File: src/rtl/hsp_pkg.sv
// ----------------------------------------------------------------------------
// hsp_pkg
// Types and constants for the histogram spread per block unit.
// ----------------------------------------------------------------------------
package hsp_pkg;

  localparam int MAX_HALF_WIDTH = 1024;
  localparam int QDEPTH         = 4;
  localparam int QPTR_W         = $clog2(QDEPTH);
  localparam int QLVL_W         = $clog2(QDEPTH + 1);

  localparam logic [31:0] DIV_SCALE = 32'd10000;
  localparam logic [26:0] STD_MAX   = 27'h7FFFFFF;

  // register indexes on the config bus
  localparam logic [1:0] REG_HALF_WIDTH = 2'd0;
  localparam logic [1:0] REG_RUN_COUNT  = 2'd1;
  localparam logic [1:0] REG_TIME_STEP  = 2'd2;

  typedef struct packed {
    logic [10:0] half_width;
    logic [17:0] run_count;
    logic [15:0] time_step;
  } cfg_t;

  // finished block sums handed from front to back
  typedef struct packed {
    logic [63:0] s1;
    logic [63:0] s2;
    logic [31:0] idx;
  } blk_t;

  typedef enum logic [2:0] {
    B_IDLE,
    B_MUL,
    B_ROOT,
    B_DIV,
    B_DONE
  } bstate_t;

  function automatic logic [10:0] eff_half(input logic [10:0] hw);
    logic [10:0] h;
    h = hw;
    if (hw == 11'd0) h = 11'd1;
    else if (hw > 11'(MAX_HALF_WIDTH)) h = 11'(MAX_HALF_WIDTH);
    return h;
  endfunction

endpackage

File: src/rtl/hsp_front.sv
// ----------------------------------------------------------------------------
// hsp_front
// Takes bin counts, tracks position and position squared, and accumulates
// the first and second moment sums. Pushes the sums at block end.
// ----------------------------------------------------------------------------
module hsp_front (
  input  logic                        clk,
  input  logic                        rst_n,
  input  hsp_pkg::cfg_t               cfg,
  input  logic                        restart,
  input  logic                        in_valid,
  output logic                        in_stall,
  input  logic [23:0]                 in_bin_count,
  input  logic [hsp_pkg::QLVL_W-1:0]  q_level,
  output logic                        push,
  output hsp_pkg::blk_t               push_data
);
  import hsp_pkg::*;

  logic [10:0] eff;
  logic        accept;
  logic        is_last;
  logic        pend;

  logic signed [11:0] pos_r, pos_nxt;
  logic [20:0]        psq_r, psq_nxt;
  logic               prod_v_r, prod_v_nxt;
  logic               last_r, last_nxt;
  logic signed [36:0] p1_r, p1_nxt;
  logic [44:0]        p2_r, p2_nxt;
  logic [63:0]        s1_r, s1_nxt;
  logic [63:0]        s2_r, s2_nxt;
  logic [31:0]        idx_r, idx_nxt;
  logic [63:0]        s1_sum, s2_sum;
  logic [21:0]        hsq;
  logic [22:0]        psq_step;

  assign eff     = eff_half(cfg.half_width);
  assign pend    = prod_v_r & last_r;
  assign in_stall = ({1'b0, q_level} + {{QLVL_W{1'b0}}, pend}) >= (QLVL_W + 1)'(QDEPTH);
  assign accept  = in_valid & ~in_stall;
  assign is_last = ($signed({pos_r[11], pos_r}) + 13'sd1) >= $signed({2'b00, eff});

  assign hsq      = {11'd0, eff} * {11'd0, eff};
  // (p+1)^2 = p^2 + 2p + 1
  assign psq_step = {2'b00, psq_r} + {{10{pos_r[11]}}, pos_r, 1'b0} + 23'd1;

  assign s1_sum = s1_r + {{27{p1_r[36]}}, p1_r};
  assign s2_sum = s2_r + {19'd0, p2_r};

  assign push      = prod_v_r & last_r;
  assign push_data = '{s1: s1_sum, s2: s2_sum, idx: idx_r};

  always_comb begin
    pos_nxt    = pos_r;
    psq_nxt    = psq_r;
    prod_v_nxt = accept;
    last_nxt   = is_last;
    p1_nxt     = p1_r;
    p2_nxt     = p2_r;
    s1_nxt     = s1_r;
    s2_nxt     = s2_r;
    idx_nxt    = idx_r;

    if (accept) begin
      p1_nxt = pos_r * $signed({1'b0, in_bin_count});
      p2_nxt = {24'd0, psq_r} * {21'd0, in_bin_count};
      if (is_last) begin
        pos_nxt = -$signed({1'b0, eff});
        psq_nxt = hsq[20:0];
      end else begin
        pos_nxt = pos_r + 12'sd1;
        psq_nxt = psq_step[20:0];
      end
    end

    if (prod_v_r) begin
      if (last_r) begin
        s1_nxt  = '0;
        s2_nxt  = '0;
        idx_nxt = idx_r + 32'd1;
      end else begin
        s1_nxt = s1_sum;
        s2_nxt = s2_sum;
      end
    end

    // half width rewritten: user keeps to idle, empty pipe; not enforced
    if (restart) begin
      pos_nxt = -$signed({1'b0, eff});
      psq_nxt = hsq[20:0];
      s1_nxt  = '0;
      s2_nxt  = '0;
    end
  end

  always_ff @(posedge clk) begin
    if (!rst_n) begin
      pos_r    <= -12'sd512;
      psq_r    <= 21'd262144;
      prod_v_r <= 1'b0;
      last_r   <= 1'b0;
      s1_r     <= '0;
      s2_r     <= '0;
      idx_r    <= '0;
    end else begin
      pos_r    <= pos_nxt;
      psq_r    <= psq_nxt;
      prod_v_r <= prod_v_nxt;
      last_r   <= last_nxt;
      s1_r     <= s1_nxt;
      s2_r     <= s2_nxt;
      idx_r    <= idx_nxt;
    end
  end

  always_ff @(posedge clk) begin
    p1_r <= p1_nxt;
    p2_r <= p2_nxt;
  end

endmodule

File: config.mk
export PLATFORM = sky130hd
export DESIGN_NAME = hsp_front
export DESIGN_NICKNAME = d
export VERILOG_FILES = /design/src/rtl/hsp_pkg.sv /design/src/rtl/hsp_front.sv
export SDC_FILE = /design/constraint.sdc
export NUM_CORES = 2
export LEC_CHECK = 0
export BUFFER_PORTS_ARGS = -buffer_cell sky130_fd_sc_hd__buf_4
export CAP_MARGIN = 30
export CORE_ASPECT_RATIO = 1.75
export CORE_MARGIN = 2
export CORE_UTILIZATION = 65
export CTS_BUF_LIST = sky130_fd_sc_hd__clkbuf_8
export DETAILED_ROUTE_END_ITERATION = 8
export PLACE_DENSITY = 0.85
export SLEW_MARGIN = 10
export SYNTH_ARGS = -nofsm -noshare
export SYNTH_HDL_FRONTEND = slang
export SYNTH_SLANG_ARGS = --single-unit
export TNS_END_PERCENT = 30
File: constraint.sdc
create_clock -name clk -period 18.3 [get_ports clk]
set_input_delay 0 -clock clk [delete_from_list [all_inputs] [get_ports clk]]
set_output_delay 0 -clock clk [all_outputs]
set_load 0.01 [all_outputs]
==> flow_metrics.py <==
metrics = {
    "yosys": {
        "synth_area_mm2": 0.0463,
        "syn_inst": 5295,
        "synth_cell_type_count": 84,
        "ys_seq_area_frac": 0.138,
        "yosysWarningCount": 0,
        "synth-seq-cells": 277,
        "synth-edff-count": 82,
        "avgSynthCellArea_um2": 8.74,
        "async_flop_share": 0,
        "synth-main-ff-cell": "dfxtp_1",
    },
    "route": {
        "drc": 0,
        "post_drt_wl_per_cell_um": 19.8,
        "ant_nets": 0,
        "vias_per_cell": 6.04,
        "first_pass_iters": 7,
        "via_count": 38100,
        "wl_mm": 125,
        "drt_iter0_markers": 2588,
    },
    "final_layout": {
        "fin_cells": 6311,
        "final_cell_mix": "inv_1, fa_1, nand2_1, ha_1, and2_1",
        "drive_above_1_share": 0.0677,
        "mostFrequentLayoutCell": "inv_1",
        "fill_cells": 5358,
        "area_growth_pct": 7.08,
        "layout.nets": 6581,
    },
    "setup_path": {
        "cp.required_ps": 18720,
        "crit_path_end_kind": "flop",
        "critPathMostFrequentCell": "fa_1",
        "arrival_ps": 8380,
        "cp_max_fo": 14,
        "cp-endpoint": "p2_r[41]",
        "rr_endpoint": "p2_r[41]",
        "slowest_delay_ps": 630,
        "ff2ff_setup_slack_ps": 10340,
        "worstSetupPathType": "flop to flop",
        "worstReg2RegStart": "psq_r[6]",
        "crit_start": "psq_r[6]",
        "slowest_stage": "dfxtp_1",
        "path_cells": "buf_4 -> nand2_1 -> fa_1 -> fa_1 -> inv_1 -> fa_1 -> inv_1 -> fa_1 -> inv_1 -> fa_1 -> fa_1 -> inv_1 -> fa_1 -> inv_1 -> ha_1 -> a21oi_1 -> o21ai_0 -> nor4_1 -> a32oi_1 -> a31o_2 -> o21a_1 -> a311o_1 -> a21o_1 -> xor2_1",
        "critPathLaunchType": "flop",
        "rr_worst_depth": 24,
    },
    "die": {
        "core_area_mm2": 0.0705,
        "die_h_um": 357,
        "fp.dieArea_mm2": 0.0735,
        "num_rows": 129,
        "fp.dieW_um": 206,
        "ios": 238,
        "start_util": 0.656,
    },
    "place": {
        "gp_congestion": 0.960,
        "post-place-cells": 6207,
        "dp_hpwl_mm": 95.1,
        "portBuffers": 203,
        "dp_worst_setup_slack_ps": 10380,
    },
    "cts": {
        "path_clk_slew_ps": 60,
        "cts_setup_buffers": 0,
        "cts_tree": "built",
        "cts_buffers": 46,
        "clock_latency_ps": 680,
        "root_buffer": "clkbuf_8",
        "clk_path_buf_depth": 3,
        "h-tree-depth": 2,
        "cts_sinks": 277,
    },
    "flow_run": {
        "cap_violations": 0,
    },
    "global_route": {
        "overflow": 0,
        "grt_pass1_vias": 41100,
        "grt_pass1_wl_mm": 202,
        "grt_usage": 0.347,
        "grt_max_degree": 69,
        "antenna_found_initial": 2,
    },
    "timing": {
        "finalSetupViolCount": 0,
        "relSlewSlack": 0.313,
        "worst_slack_ps": 10340,
        "skew_ps": 43.8,
        "slew_violations": 0,
        "tightest_slew_ps": 1000,
        "rsz0062_at_grt": "false",
        "tns_ps": 0,
        "layout_min_cycle_time_ps": 7960,
        "hold_violations": 0,
        "fmax_ghz": 0.126,
        "fin_crit_sh": 0.435,
    },
    "power_and_ir_drop": {
        "p_clk_frac": 0.057,
        "net-switching-power_w": 0.00525,
        "switching_share": 0.516,
        "fin_total_pwr_w": 0.0102,
        "combPwrFrac": 0.831,
        "ir_worst_vdd_mv": 0.517,
        "power_per_cell_area_mw_per_mm2": 205,
        "leakagePower_nw": 24.4,
        "power_frac_seq": 0.112,
        "p_int_w": 0.00493,
    },
    "worst_hold_path": {
        "hp-start": "cfg[44]",
        "holdCritPathClass": "input pin to flop",
    },
    "status": {
        "status": "complete, no violations",
    },
}
-- per-layer routing --
layer,track usage,part of all wire
met1,0.367,0.34
met2,0.626,0.51
met3,0.0681,0.082
met4,0.217,0.066
met5,0,0
-- Yosys cell counts (17+ instances only) --
master / instances / area [um2]
a211oi_1: 25 / 188
nand2_1: 645 / 2420
nand2b_1: 57 / 357
nor3_1: 35 / 175
o21ai_0: 137 / 686
nand3_1: 63 / 315
nor2_1: 226 / 848
nor2b_1: 98 / 613
xor2_1: 96 / 841
or3_1: 17 / 106
inv_1: 800 / 3000
and2_1: 382 / 2390
o31ai_1: 18 / 135
o21bai_1: 29 / 218
edfxtp_1: 82 / 2460
fa_1: 702 / 14100
a31oi_1: 39 / 244
clkbuf_1: 226 / 848
a21o_1: 111 / 833
and3_1: 48 / 300
ha_1: 447 / 5590
a22o_1: 49 / 429
dfxtp_1: 195 / 3900
a21oi_1: 284 / 1420
o21a_1: 36 / 270
o211ai_1: 27 / 203
nand4_1: 33 / 206
xnor2_1: 173 / 1520
-- sequential cells by signal (all words and copies together), names as in the netlist --
register / count
psq_r: 21
idx_r: 32
s2_r: 64
p1_r: 37
prod_v_r: 1
p2_r: 45
pos_r: 12
last_r: 1
s1_r: 64
-- per-stage QoR --
stage	util	hold WS [ps]	area [um2]
2_1_floorplan	-	114	46300
3_3_place_gp	0.685	239	48300
3_5_place_dp	0.686	254	48400
4_1_cts	0.701	3.01	49400
5_1_grt	0.703	95.5	49600
6_report	0.703	48.8	49600
-- worst min path at each step --
stage / to / cells past startpoint
CTS: pos_r[5] / 6
global placement: prod_v_r / 2
finish: pos_r[10] / 4
floorplan: in_stall / 2
global route: pos_r[3] / 4
detailed placement: prod_v_r / 2
-- what timing repair did --
action                    4_1_cts  5_1_grt
hold endpoints to repair       66        0
gates resized for setup         0        0
hold buffers                   10        0
-- critical path, delay by kind of cell (launching register included) --
kind                       cells  cell delay, ps
DFF                            1             630
and+or+nand+nor                2             660
adders and majority gates      8            3950
buffers and inverters          6             640
xor gates and xnor gates       1             140
AOI/OAI and AO/OA              7            1700
-- final cells by class --
cell class	instances	area, um2	share of cell area
Antenna cell	2	5.00	0.000101
Clock inverter	33	238	0.00480
Sequential cell	277	6370	0.128
Inverter	804	3020	0.0609
Tap cell	917	1150	0.0231
Timing Repair Buffer	258	2090	0.0422
Multi-Input combinational cell	3969	36000	0.726
Clock buffer	51	702	0.0142
-- power by group through the flow --
stage	logic [W]	clock network [W]	registers [W]
final	0.00846	0.000581	0.00114
after global routing	0.00940	0.000614	0.00115
after CTS	0.00829	0.000593	0.00115
after detailed placement	0.00822	0	0.00116
after global placement	0.00791	0	0.00117
after floorplan	0.00609	0	0.00111
-- kinds of logic after synthesis --
logic type,count (synthesis),share of synthesized area
mux,7,0.00157
other cells,2,0.000162
simple gates,1661,0.176
fa+ha+maj,1149,0.424
xor+xnor,269,0.0509
buf+inv,1061,0.0865
compound gates,869,0.123
flops,277,0.138
Note: power is estimated with default switching activity, not from simulation.
