[src/rtl/hsp_pkg.sv]
// ----------------------------------------------------------------------------
// hsp_pkg
// Types and constants for the histogram spread per block unit.
// ----------------------------------------------------------------------------
package hsp_pkg;

  localparam int MAX_HALF_WIDTH = 1024;
  localparam int QDEPTH         = 4;
  localparam int QPTR_W         = $clog2(QDEPTH);
  localparam int QLVL_W         = $clog2(QDEPTH + 1);

  localparam logic [31:0] DIV_SCALE = 32'd10000;
  localparam logic [26:0] STD_MAX   = 27'h7FFFFFF;

  // register indexes on the config bus
  localparam logic [1:0] REG_HALF_WIDTH = 2'd0;
  localparam logic [1:0] REG_RUN_COUNT  = 2'd1;
  localparam logic [1:0] REG_TIME_STEP  = 2'd2;

  typedef struct packed {
    logic [10:0] half_width;
    logic [17:0] run_count;
    logic [15:0] time_step;
  } cfg_t;

  // finished block sums handed from front to back
  typedef struct packed {
    logic [63:0] s1;
    logic [63:0] s2;
    logic [31:0] idx;
  } blk_t;

  typedef enum logic [2:0] {
    B_IDLE,
    B_MUL,
    B_ROOT,
    B_DIV,
    B_DONE
  } bstate_t;

  function automatic logic [10:0] eff_half(input logic [10:0] hw);
    logic [10:0] h;
    h = hw;
    if (hw == 11'd0) h = 11'd1;
    else if (hw > 11'(MAX_HALF_WIDTH)) h = 11'(MAX_HALF_WIDTH);
    return h;
  endfunction

endpackage

[src/rtl/hsp_queue.sv]
// ----------------------------------------------------------------------------
// hsp_queue
// Short FIFO of finished block sums between front and back.
// ----------------------------------------------------------------------------
module hsp_queue (
  input  logic                           clk,
  input  logic                           rst_n,
  input  logic                           push,
  input  hsp_pkg::blk_t                  push_data,
  input  logic                           pop,
  output logic                           q_valid,
  output hsp_pkg::blk_t                  head,
  output logic [hsp_pkg::QLVL_W-1:0]     level
);
  import hsp_pkg::*;

  blk_t              mem_r [QDEPTH];
  logic [QPTR_W-1:0] wr_ptr_r, wr_ptr_nxt;
  logic [QPTR_W-1:0] rd_ptr_r, rd_ptr_nxt;
  logic [QLVL_W-1:0] lvl_r, lvl_nxt;

  always_comb begin
    wr_ptr_nxt = push ? wr_ptr_r + QPTR_W'(1) : wr_ptr_r;
    rd_ptr_nxt = pop ? rd_ptr_r + QPTR_W'(1) : rd_ptr_r;
    lvl_nxt    = lvl_r + QLVL_W'(push) - QLVL_W'(pop);
  end

  always_ff @(posedge clk) begin
    if (!rst_n) begin
      wr_ptr_r <= '0;
      rd_ptr_r <= '0;
      lvl_r    <= '0;
    end else begin
      wr_ptr_r <= wr_ptr_nxt;
      rd_ptr_r <= rd_ptr_nxt;
      lvl_r    <= lvl_nxt;
    end
  end

  always_ff @(posedge clk) begin
    if (push) mem_r[wr_ptr_r] <= push_data;
  end

  assign q_valid = (lvl_r != '0);
  assign head    = mem_r[rd_ptr_r];
  assign level   = lvl_r;

endmodule

[config.mk]
export PLATFORM = sky130hd
export DESIGN_NAME = hsp_queue
export DESIGN_NICKNAME = d
export VERILOG_FILES = /design/src/rtl/hsp_pkg.sv /design/src/rtl/hsp_queue.sv
export SDC_FILE = /design/constraint.sdc
export NUM_CORES = 1
export LEC_CHECK = 0
export ABC_AREA = 1
export BUFFER_PORTS_ARGS = -buffer_cell sky130_fd_sc_hd__buf_2
export CORE_AREA = 2 2 242 220
export DETAILED_ROUTE_END_ITERATION = 10
export DIE_AREA = 0 0 244 222
export GPL_TIMING_DRIVEN = 0
export PLACE_DENSITY = 0.7
export SLEW_MARGIN = 15
export SYNTH_ARGS = -nofsm -noshare
export SYNTH_HDL_FRONTEND = slang
export SYNTH_SLANG_ARGS = --single-unit
[constraint.sdc]
create_clock -name clk -period 10.1 [get_ports clk]
set_input_delay 1.01 -clock clk [delete_from_list [all_inputs] [get_ports clk]]
set_output_delay 1.01 -clock clk [all_outputs]
set_load 0.05 [all_outputs]
==> results.py, run 1 <==
metrics = {
    "outcome": {
        "status": "complete, no violations",
    },
    "critical_path": {
        "worst-endpoint-arrival_ns": 2.38,
        "r2r_cells": 5,
        "cp-end-kind": "output port",
        "cp_max_fo": 10,
        "timing.critical_path.from_type": "register",
        "reg2reg_setup_slack_ns": 8.01,
        "worstPathRequired_ns": 9.09,
        "worst_r2r_startpoint": "wr_ptr_r[0]",
        "worstReg2RegEnd": "mem_r[2][131]",
        "timing.setup.critical_path_class": "register to output port",
        "endpoint": "head[74]",
    },
    "clock_network": {
        "clock_tree.htree_level_count": 3,
        "postCtsSetupBuffers": 0,
        "path_clk_slew_ns": 0.06,
        "hold_buffers": 0,
        "ctsRootBufferMaster": "sky130_fd_sc_hd__clkbuf_16",
        "post_cts_resize_count": 0,
        "cts_max_path_buffers": 3,
        "worstSkewPairLatency_ns": 0.59,
        "numCtsBuffers": 66,
        "cts_tree": "done",
        "cts.sink_count": 649,
    },
    "pwr": {
        "ir_worst_vdd_v": 0.000204,
        "power_total_mw": 6.34,
        "leakagePower_nw": 12.0,
        "power_per_cell_area_mw_per_mm2": 210,
    },
    "timing": {
        "report.final.hold_viol_count": 0,
        "achievable-frequency_mhz": 295,
        "timing.final.crit_share_pct": 33.6,
        "totalNegativeSetupSlack_ns": 0,
        "report.final.setup_viol": 0,
        "rsz0062_at_grt": "false",
        "timing.clock.skew_ns": 0.0154,
        "slew_headroom_pct": 52.2,
        "slew_violations": 0,
        "period_needed_ns": 3.39,
        "worst-slew-pin-transition_ns": 0.717,
    },
    "global_route": {
        "grt_first_pass_wirelength_um": 91400,
        "first_global_vias": 15900,
        "maximum_number_of_pins_on_one_net_before_global_route_repair": 93,
        "overflow": 0,
        "globalRouteTotalUtil_pct": 22.2,
        "grt_antenna_before_repair": 16,
    },
    "route": {
        "first_iter_violations": 1376,
        "route.antenna.remaining_nets": 0,
        "detail_route.wirelength_um": 60800,
        "detail_route.wl_per_cell_um": 19.8,
        "post-route-drc-count": 0,
        "detail_route.first_pass.iterations": 5,
        "avgViaCountPerCell": 5.26,
        "dr_total_vias": 16100,
    },
    "worst_hold_path": {
        "hold_path_depth": 2,
        "holdCritPathClass": "register to register",
        "hold_path.startpoint": "rd_ptr_r[1]",
    },
    "floorplanning": {
        "floorplan.io_pins": 328,
        "row_count": 79,
        "die_h_um": 222,
        "start_util_pct": 49.5,
        "overall_die_area_mm2": 0.0542,
        "core_area_mm2": 0.0515,
        "die_width_um": 244,
    },
    "finish": {
        "area_growth_pct": 18.5,
        "final_cell_mix": "640 x sky130_fd_sc_hd__edfxtp_1, 413 x sky130_fd_sc_hd__buf_2, 331 x sky130_fd_sc_hd__inv_1",
        "final_layout_size_suffix_gt1_share_pct": 22.3,
        "finished_layout_cells": 3070,
        "final_net_count": 2491,
        "layout.cells.most_common": "sky130_fd_sc_hd__edfxtp_1",
    },
    "logic_synthesis": {
        "synth.yosys.seq_area_share_pct": 76.1,
        "post_synth_instance_area_mm2": 0.0255,
        "ys_ff_latch": 649,
        "synthCells": 1921,
        "mappedNetlistNets": 2092,
        "synth.area.top_cells": "sky130_fd_sc_hd__edfxtp_1 75%, sky130_fd_sc_hd__inv_1 4.9%, sky130_fd_sc_hd__nand2_1 4.9%",
        "yosysWarnings": 0,
        "synth_area_per_cell_um2": 13.3,
        "synth_cell_types": 16,
        "yosys.area.top_type_share_pct": 75.4,
        "synth_largest_area_cell": "sky130_fd_sc_hd__edfxtp_1",
    },
    "place": {
        "place_inst": 2940,
        "place.gp.congestion": 0.796,
        "buffer_ports.inserted": 327,
        "hpwl_um": 36000,
    },
    "flow_run": {
        "maxCapViolations": 0,
    },
}
## layout make-up
type                    instances  area, um^2
flip-flops and latches        649       19400
repair buffers                331        1750
multi-input cells             830        4200
fillers                      4020       21300
diodes                         12        30.0
clock inverters                36         284
well taps                     688         861
clock buffers                  82        1780
plain buffers                 107         644
inverters                     335        1290
## how the worst min path moves through the flow
stage	slack, ns	end
after CTS	0.49	register
after detailed placement	0.47	register
after global routing	0.53	register
after floorplan	0.44	register
after global placement	0.45	rd_ptr_r[1]
final	0.49	register
## power breakdown
part           switching [mW]  internal [mW]  leakage, nW  total, mW
clock                   0.979           1.35        0.993       2.33
sequential             0.0250           3.08         5.95       3.11
combinational           0.703          0.197         5.01      0.900
## cell usage after synthesis (all sizes together)
| library cell | n |
|---|---|
| clkbuf | 2 |
| nand3 | 2 |
| inv | 335 |
| ha | 6 |
| buf | 105 |
| dfxtp | 9 |
| nand2 | 330 |
| nor2 | 1 |
| fa | 1 |
| o21ai | 164 |
| a21oi | 166 |
| edfxtp | 640 |
| o211ai | 160 |
## worst max-delay path: stages (launching register included)
cell	delay, ns
sky130_fd_sc_hd__dfxtp_1	0.30
sky130_fd_sc_hd__buf_2	0.14
sky130_fd_sc_hd__buf_2	0.44
sky130_fd_sc_hd__buf_2	0.36
sky130_fd_sc_hd__o211ai_1	0.13
sky130_fd_sc_hd__nand2_1	0.14
sky130_fd_sc_hd__buf_2	0.28
## kinds of logic (layout without fill, tap and decap cells)
logic type | after synthesis | in the layout | share of synthesized area [%]
fa+ha+maj | 7 | 7 | 0.373
other cells | 0 | 12 | 0
buf+inv | 442 | 891 | 7.46
flops | 649 | 649 | 76.1
compound gates | 490 | 490 | 11.2
simple gates | 333 | 333 | 4.91
## per-layer routing
layer,GRT usage (%),vias up,part of all wire [%]
met2,35.4,636,48
met1,30.3,7841,41
met5,0,-,0.14
li1,-,7545,-
met3,5.70,108,8.9
met4,6.61,14,2.3
## registers in the layout, indices dropped and copies added (netlist names), named ones only
register and count:
level 3, rd_ptr_r 2, wr_ptr_r 2, mem_r 640
## metrics by stage
step,util (%),hold WS (ns),area [um^2],setup slack [ns]
after floorplan,-,0.436,25500,5.47
after detailed placement,54.6,0.473,28100,7.28
after global routing,58.7,0.530,30200,6.59
after CTS,58.6,0.488,30200,6.65
final,58.7,0.489,30200,6.71
after global placement,54.4,0.446,28000,2.59
Power figures use the tool's default switching activity.
==> run 2, diff against run 1 <==
==> constraint.sdc (replaced) <==
create_clock -name clk -period 3.4 [get_ports clk]
set_input_delay 0.34 -clock clk [delete_from_list [all_inputs] [get_ports clk]]
set_output_delay 0.34 -clock clk [all_outputs]
set_load 0.05 [all_outputs]
==> run 2 against run 1 <==
Critical path type unchanged. Power increased to 3.0 times the previous value. Worst setup slack worse by 6.0 ns. Clock skew shrank 0.0021 ns. Core utilization is 4.0 points higher. Flip-flop and latch count unchanged. Register-to-register slack got worse by 6.8 ns. Die area is the same. Critical endpoint is now head[130]. Routed wire length rose by 3.8%. Final cell count grew 5.9%. Clock power rose to 3.0 times the previous value. First-iteration DRC count is 0.36% lower. Sequential share of layout area down 4.1 points.
==> results.py, run 2 (same netlist as run 1, synthesis figures left out) <==
metrics = {
    "global_route": {
        "grt_first_pass_wirelength_um": 96000,
        "maximum_number_of_pins_on_one_net_before_global_route_repair": 31,
        "first_global_vias": 17100,
        "globalRouteTotalUtil_pct": 23.1,
        "grt_antenna_before_repair": 9,
        "overflow": 0,
    },
    "finish": {
        "final_layout_size_suffix_gt1_share_pct": 22.1,
        "finish.utilization_pct": 62.7,
        "layout.cells.most_common": "sky130_fd_sc_hd__edfxtp_1",
        "design_area_mm2": 0.0323,
        "final_cell_mix": "640 x sky130_fd_sc_hd__edfxtp_1, 413 x sky130_fd_sc_hd__buf_2, 329 x sky130_fd_sc_hd__inv_1",
        "final_net_count": 2675,
        "largest_register_ffs": 640,
        "finished_layout_cells": 3252,
        "area_growth_pct": 26.6,
        "max_flop_register": "mem_r",
    },
    "timing": {
        "worst-slew-pin-transition_ns": 0.557,
        "rsz0062_at_grt": "false",
        "report.final.setup_viol": 0,
        "period_needed_ns": 2.74,
        "final.hold.worst_slack_ns": 0.133,
        "report.final.hold_viol_count": 0,
        "totalNegativeSetupSlack_ns": 0,
        "setup_slack_ns": 0.658,
        "timing.clock.skew_ns": 0.0133,
        "timing.final.crit_share_pct": 80.6,
        "achievable-frequency_mhz": 365,
        "slew_headroom_pct": 62.8,
        "slew_violations": 0,
    },
    "clock_network": {
        "path_clk_slew_ns": 0.06,
        "cts_tree": "done",
        "cts.sink_count": 649,
        "ctsRootBufferMaster": "sky130_fd_sc_hd__clkbuf_16",
        "clock_tree.htree_level_count": 3,
        "cts_max_path_buffers": 3,
        "numCtsBuffers": 68,
        "worstSkewPairLatency_ns": 0.60,
    },
    "floorplanning": {
        "row_count": 79,
        "die_width_um": 244,
        "overall_die_area_mm2": 0.0542,
        "die_h_um": 222,
        "floorplan.io_pins": 328,
        "start_util_pct": 49.5,
        "core_area_mm2": 0.0515,
    },
    "place": {
        "placedInstanceArea_mm2": 0.0285,
        "place.gp.congestion": 0.783,
        "hpwl_um": 38500,
        "place_inst": 2960,
        "buffer_ports.inserted": 327,
        "dpl_worst_slack_ns": 1.20,
    },
    "critical_path": {
        "critical-path-max-stage-delay_ns": 0.44,
        "cp_max_fo": 10,
        "timing.setup.critical_path_class": "register to output port",
        "cp-end-kind": "output port",
        "critical_path.most_common_cell": "sky130_fd_sc_hd__buf_2",
        "worst_path_max_delay_cell": "sky130_fd_sc_hd__buf_2",
        "timing.critical_path.from_type": "register",
        "series_of_cell_instances_along_the_critical_path": "buf_2 > buf_2 > buf_2 > o211ai_1 > nand2_1 > buf_2",
        "worstPathRequired_ns": 3.06,
        "worst-endpoint-arrival_ns": 2.40,
    },
    "pwr": {
        "power_per_cell_area_mw_per_mm2": 596,
        "leakagePower_nw": 12.8,
        "power_total_mw": 19.2,
        "ir_worst_vdd_v": 0.000475,
        "power_frac_clock_pct": 36.9,
        "total_switching_power_mw": 5.23,
        "p_int_mw": 14.0,
        "power.share.switching_pct": 27.2,
        "power.share.combinational_pct": 15.1,
        "p_seq_share_pct": 48.0,
    },
    "route": {
        "detail_route.wl_per_cell_um": 19.4,
        "avgViaCountPerCell": 5.20,
        "detail_route.wirelength_um": 63100,
        "route.antenna.remaining_nets": 0,
        "dr_total_vias": 16900,
        "post-route-drc-count": 0,
        "detail_route.first_pass.iterations": 7,
        "first_iter_violations": 1371,
    },
    "outcome": {
        "status": "complete, no violations",
    },
    "flow_run": {
        "maxCapViolations": 0,
    },
    "worst_hold_path": {
        "holdCritPathClass": "input port to register",
    },
}
==> run 2: cell types whose count changed in the layout (fill, tap and decap cells not counted), sizes merged <==
cell,change
clkinv,+1
clkinvlp,+4
clkbuf,+1
inv,-1
buf,+20
dlygate4sd3,+162
diode,-5
==> run 2: what timing repair did <==
item,CTS,global route
hold buffers,162,0
buffers inserted,0,0
endpoints found under the hold margin,645,0
resized for setup,0,0
==> run 2: path summary, 6_finish.rpt <==
check	from	end	slack (ns)	depth (start not counted)
max	register	head[130]	0.66	6
min	push	wr_ptr_r[0]	0.13	3
min reg2reg	rd_ptr_r[1]	rd_ptr_r[1]	0.47	2
max reg2reg	wr_ptr_r[0]	mem_r[0][136]	1.20	7
==> run 2: per-layer routing <==
| layer | global-route usage (%) | part of all wire (%) |
|---|---|---|
| met2 | 38.1 | 49 |
| met4 | 7.26 | 2.6 |
| met1 | 30.3 | 41 |
| met3 | 5.77 | 8.0 |
| met5 | 0 | 0.043 |
==> run 2: critical path: cells and delay by family (launching register included) <==
| family | cells | cell delay [ns] |
|---|---|---|
| AO/OA/AOI/OAI | 1 | 0.13 |
| buffers and inverters | 4 | 1.22 |
| AND/OR/NAND/NOR | 1 | 0.16 |
| flip-flops | 1 | 0.30 |
==> run 2: power by group through the flow <==
stage | Sequential, mW | Clock, mW | Combinational, mW
3_5_place_dp | 9.40 | 0 | 2.74
4_1_cts | 9.23 | 7.22 | 2.91
6_report | 9.23 | 7.10 | 2.90
2_1_floorplan | 9.44 | 0 | 1.78
5_1_grt | 9.25 | 7.58 | 3.08
3_3_place_gp | 9.45 | 0 | 2.63
==> run 2: final cells by class <==
| type | instances | area [um^2] |
|---|---|---|
| flip-flops and latches | 649 | 19400 |
| fillers | 3818 | 19200 |
| multi-input cells | 830 | 4210 |
| repair buffers | 513 | 3750 |
| clock buffers | 83 | 1800 |
| inverters | 335 | 1270 |
| well taps | 688 | 861 |
| plain buffers | 107 | 644 |
| clock inverters | 40 | 328 |
| diodes | 7 | 17.5 |
